## src/sv/impq_pkg.sv

```systemverilog
// Package for the indexed max priority queue unit.
// Holds command codes, field widths, default sizes and the level saturation helper.
// No dependencies.
package impq_pkg;

  localparam int unsigned DEF_NUM_ENTRIES = 256;
  localparam int unsigned DEF_STAMP_BITS  = 20;

  localparam int unsigned CMD_W   = 2;
  localparam int unsigned ID_W    = 8;
  localparam int unsigned LEVEL_W = 7;

  localparam int unsigned LEVEL_MAX = 100;

  typedef enum logic [CMD_W-1:0] {
    CMD_INSERT   = 2'd0,
    CMD_INCREASE = 2'd1,
    CMD_REMOVE   = 2'd2,
    CMD_QUERY    = 2'd3
  } cmd_t;

  // Clamps a level (or a level plus an increment) to the largest legal level.
  function automatic logic [LEVEL_W-1:0] sat_level(input logic [LEVEL_W:0] v);
    logic [LEVEL_W-1:0] res;
    if (v > (LEVEL_W+1)'(LEVEL_MAX)) begin
      res = LEVEL_W'(LEVEL_MAX);
    end else begin
      res = v[LEVEL_W-1:0];
    end
    return res;
  endfunction

endpackage

```

## src/sv/impq_cmp.sv

```systemverilog
// Shared ranking comparator for the priority queue scan.
// Depends on impq_pkg for the level width and the default stamp width.
module impq_cmp
  import impq_pkg::*;
#(
  parameter int unsigned STAMP_BITS = DEF_STAMP_BITS
) (
  input  logic                  cand_valid,
  input  logic [LEVEL_W-1:0]    cand_level,
  input  logic [STAMP_BITS-1:0] cand_stamp,
  input  logic                  best_found,
  input  logic [LEVEL_W-1:0]    best_level,
  input  logic [STAMP_BITS-1:0] best_stamp,
  output logic                  better
);

  logic level_gt;
  logic level_eq;
  logic stamp_lt;

  assign level_gt = cand_level > best_level;
  assign level_eq = cand_level == best_level;
  assign stamp_lt = cand_stamp < best_stamp;

  // A strict compare keeps the earlier scanned (lower) id on a full tie.
  assign better = cand_valid && (!best_found || level_gt || (level_eq && stamp_lt));

endmodule
```

## config.mk

```make
export PLATFORM = sky130hd
export DESIGN_NAME = impq_cmp
export DESIGN_NICKNAME = d
export VERILOG_FILES = /design/src/sv/impq_pkg.sv /design/src/sv/impq_cmp.sv
export SDC_FILE = /design/constraint.sdc
export NUM_CORES = 1
export LEC_CHECK = 0
export ABC_AREA = 1
export BUFFER_PORTS_ARGS = -buffer_cell sky130_fd_sc_hd__buf_4
export CAP_MARGIN = 20
export CORE_UTILIZATION = 45
export DETAILED_ROUTE_END_ITERATION = 8
export GPL_ROUTABILITY_DRIVEN = 0
export PLACE_DENSITY = 0.88
export SLEW_MARGIN = 10
export SYNTH_ARGS = -nofsm -noshare
export SYNTH_HDL_FRONTEND = slang
export SYNTH_SLANG_ARGS = --single-unit
```

## constraint.sdc

```tcl
create_clock -name vclk -period 2.52
set_input_delay 0.252 -clock vclk [all_inputs]
set_output_delay 0.252 -clock vclk [all_outputs]
set_load 0.005 [all_outputs]
```

Word level (Yosys, flattened, before mapping)
Index checks and enable logic that the tools add are counted.
Cells by class
  magnitude comparators: 2
  eq/ne operators: 1
  reduce and logical (&&, ||, !) cells: 5
Operators by type and width (count)
  $lt 20x20->1: 1
  $eq 7x7->1: 1
  $gt 7x7->1: 1
  $logic_and 1x1->1: 2
  $logic_or 1x1->1: 2
  $logic_not 1->1: 1
Storage, ports and cells
  bits in registers: 0
  bits of input ports: 56
  output and inout bits: 1
  word-level logic and storage cells: 8

Depth between registers and ports, before layout
  depth after elaboration: 4
  mapped depth: 11
  gate-level depth less buffers: 11

Worst setup path before layout
No wires, ideal clock.
  path kind: input to output
  from: in best_level[6]
  to: out better
  arrival time: 1.168 ns
  required time: 2.268 ns
  path slack: 1.100 ns
  stages: 10
  buffers on the path: 0
  path through: inv_1 -> ha_1 -> nand2_2 -> nor2_4 -> nand2_2 -> nor2_2 -> nand2_1 -> clkinv_1 -> nand3_1 -> a21oi_1
On the way
  word-level cells in the longest chain between the ends: 4
Ends and longest elaborated chain
  start: declaration: RTL line impq_cmp.sv:12  | input logic [LEVEL_W-1:0] best_level,
  $gt 7x7->1 / $eq 7x7->1 (equally long branches): RTL line impq_cmp.sv:21, impq_cmp.sv:22
  $logic_or 1x1->1 / $logic_and 1x1->1 (equally long branches): RTL line impq_cmp.sv:26  | assign better = cand_valid && (!best_found || level_gt || (level_eq && stamp_lt));
  $logic_or 1x1->1 (*): RTL line impq_cmp.sv:26
  $logic_and 1x1->1 (*): RTL line impq_cmp.sv:26
  end: declaration: RTL line impq_cmp.sv:14  | output logic better
Mark *: on every way between the ends. The rest lies on a longest branch, timed or not.

Worst setup path after layout
  from: in cand_level[6]
  to: out better
On the way
  word-level cells in the longest chain between the ends: 4
Ends and longest elaborated chain
  start: declaration: RTL line impq_cmp.sv:9  | input logic [LEVEL_W-1:0] cand_level,
  $gt 7x7->1 / $eq 7x7->1 (equally long branches): RTL line impq_cmp.sv:21, impq_cmp.sv:22
  $logic_or 1x1->1 / $logic_and 1x1->1 (equally long branches): RTL line impq_cmp.sv:26
  $logic_or 1x1->1 (*): RTL line impq_cmp.sv:26
  $logic_and 1x1->1 (*): RTL line impq_cmp.sv:26
Marks and branches as above.

==> run_results.csv <==
group,metric,value,unit
status,status,"finished, violations left",
status,violations,"design-rule violations",
die,die_h,43.5,um
grt,overflow,0,
grt,grt_first_pass_wirelength,3.11,mm
timing,hold_viol,0,
pwr,vdd_drop_max,0.0748,mV
drt,drt_iter0_markers,12,
die,start_util,0.496,
critical_path,cp_max_fo,2,
drt,drc,8,
die,core_area,1560,um^2
die,placementRows,14,
final_layout,area_growth,57.9,%
synth,synth_cell_types,14,
critical_path,worstPathCellList,"buf_4, ha_1, nand2_2, nor2_4, nand2_2, nor2_2, nand2_1, clkinv_1, nand3_1, a21oi_1, buf_4",
synth,syn_nets,215,
timing,slew_headroom,0.901,
final_layout,nFlopsAndLatches,0,
synth,yosysTopAreaCell,"ha_1",
grt,antenna_found_initial,0,
final_layout,regArea,0,um^2
final_layout,n_antenna_cell,0,
die,die_w,43.5,um
timing,max_freq,0.591,GHz
place,port_buffers,57,
critical_path,path_buf_inv,3,
final_layout,fin_nets,274,
timing,fin_crit,1.69,ns
timing,tns,0,ns
synth,synth_top_area_frac,0.421,
drt,wl,1.82,mm
final_layout,stdcell_area,1220,um^2
drt,viasPerCell,4.64,
timing,post-route-period-util,0.671,
critical_path,endpoint_kind,"output pin",
critical_path,max_stage_delay,0.31,ns
place,place_area,1220,um^2
timing,finalSetupViolations,0,
cts,post_cts_buffers,0,
place,place_hpwl,1.73,mm
grt,grtUsageTotal,0.200,
cts,hold_buffers,0,
critical_path,cp-start-kind,"input port",
critical_path,crit_type,"input port to output pin",
critical_path,worst_ep_required_time,2.27,ns
grt,grt_pass1_vias,861,
final_layout,num-fill-cells,134,
synth,synth_area,773,um^2
synth,synth_seq_area_share,0,
cts,cts_resized,0,
drt,ant_nets,0,
synth,yosys-top-cells-area,"ha_1 42%, nand2_1 19%, inv_1 18%",
final_layout,fin_util,0.783,
drt,via_count,956,
pwr,power_density,143,nW/um^2
drt,drt_first_pass_iters,6,
timing,drv_slew,0,
critical_path,critPathTopFamily,"simple AND/OR/NAND/NOR gates",
critical_path,slowest_stage,"ha_1",
critical_path,cp.arrival,1.44,ns
drt,post_drt_wl_per_cell,8.83,um
final_layout,clock_buffers,0,
final_layout,drive_above_1_share,0.337,
job,maxCapViolations,0,
timing,rsz0062_at_grt,"false",
synth,yosysWarnings,0,
die,die_area,1890,um^2
synth,syn_avg_cell_area,5.81,um^2
timing,tightest_slew,0.148,ns
die,ioPinCount,57,
worst_hold_path,hold_class,"input port to output pin",
grt,grt_max_degree,4,
pwr,p_leak,0.830,nW
synth,syn_inst,133,
==> power by group <==
group          switching, mW  internal (mW)  total, mW
Clock                      0              0          0
Combinational         0.0729          0.102      0.174
Sequential                 0              0          0
==> final cells by class <==
class                      instances  area (um^2)  share of cell area
tap                               16         20.0              0.0164
timing repair buffer              57          428               0.350
inverter                          41          154               0.126
multi-input combinational         92          619               0.507
==> per-stage QoR <==
step	cells	worst slack, ns	hold WS [ns]	power [mW]
2_1_floorplan	133	1.10	0.572	0.0879
3_3_place_gp	206	0.871	0.815	0.166
3_5_place_dp	206	0.820	0.817	0.176
4_1_cts	206	0.815	0.818	0.177
5_1_grt	206	0.751	0.820	0.200
6_report	206	0.829	0.812	0.174
==> layer usage <==
layer	global-route usage	part of all wire	up-vias
met5	0	0	-
met2	0.452	0.58	37
met4	0	0	0
li1	-	-	511
met3	0.00417	0.063	0
met1	0.208	0.36	408
==> worst paths after layout <==
path / slack (ns) / depth (start not counted) / to / from
worst max-delay path: 0.83 / 11 / better / cand_level[6]
worst min-delay path: 0.81 / 4 / better / cand_valid
==> layout by cell type, fill, tap and decap left out <==
master	instances
buf_4	57
nand2_1	40
inv_1	37
ha_1	26
a21oi_1	8
nor2_1	7
clkinv_1	3
nand2_2	3
a21o_1	2
nor2_2	2
nor2_4	1
inv_2	1
nand3_1	1
nand3b_1	1
a21boi_0	1
==> cell usage after synthesis, drive strengths merged <==
cell type	n
a21boi	1
a21o	2
a21oi	8
clkinv	3
ha	26
inv	38
nand2	43
nand3	1
nand3b	1
nor2	10
==> logic make-up (layout without fill, tap and decap cells) <==
kind of cell / after synthesis / count (layout) / share of synthesized area
adder cells (fa/ha/maj): 26 / 26 / 0.421
AO/OA/AOI/OAI: 11 / 11 / 0.0809
buffers and inverters: 41 / 98 / 0.199
AND/OR/NAND/NOR: 55 / 55 / 0.299
(Power assumes the default switching activity.)
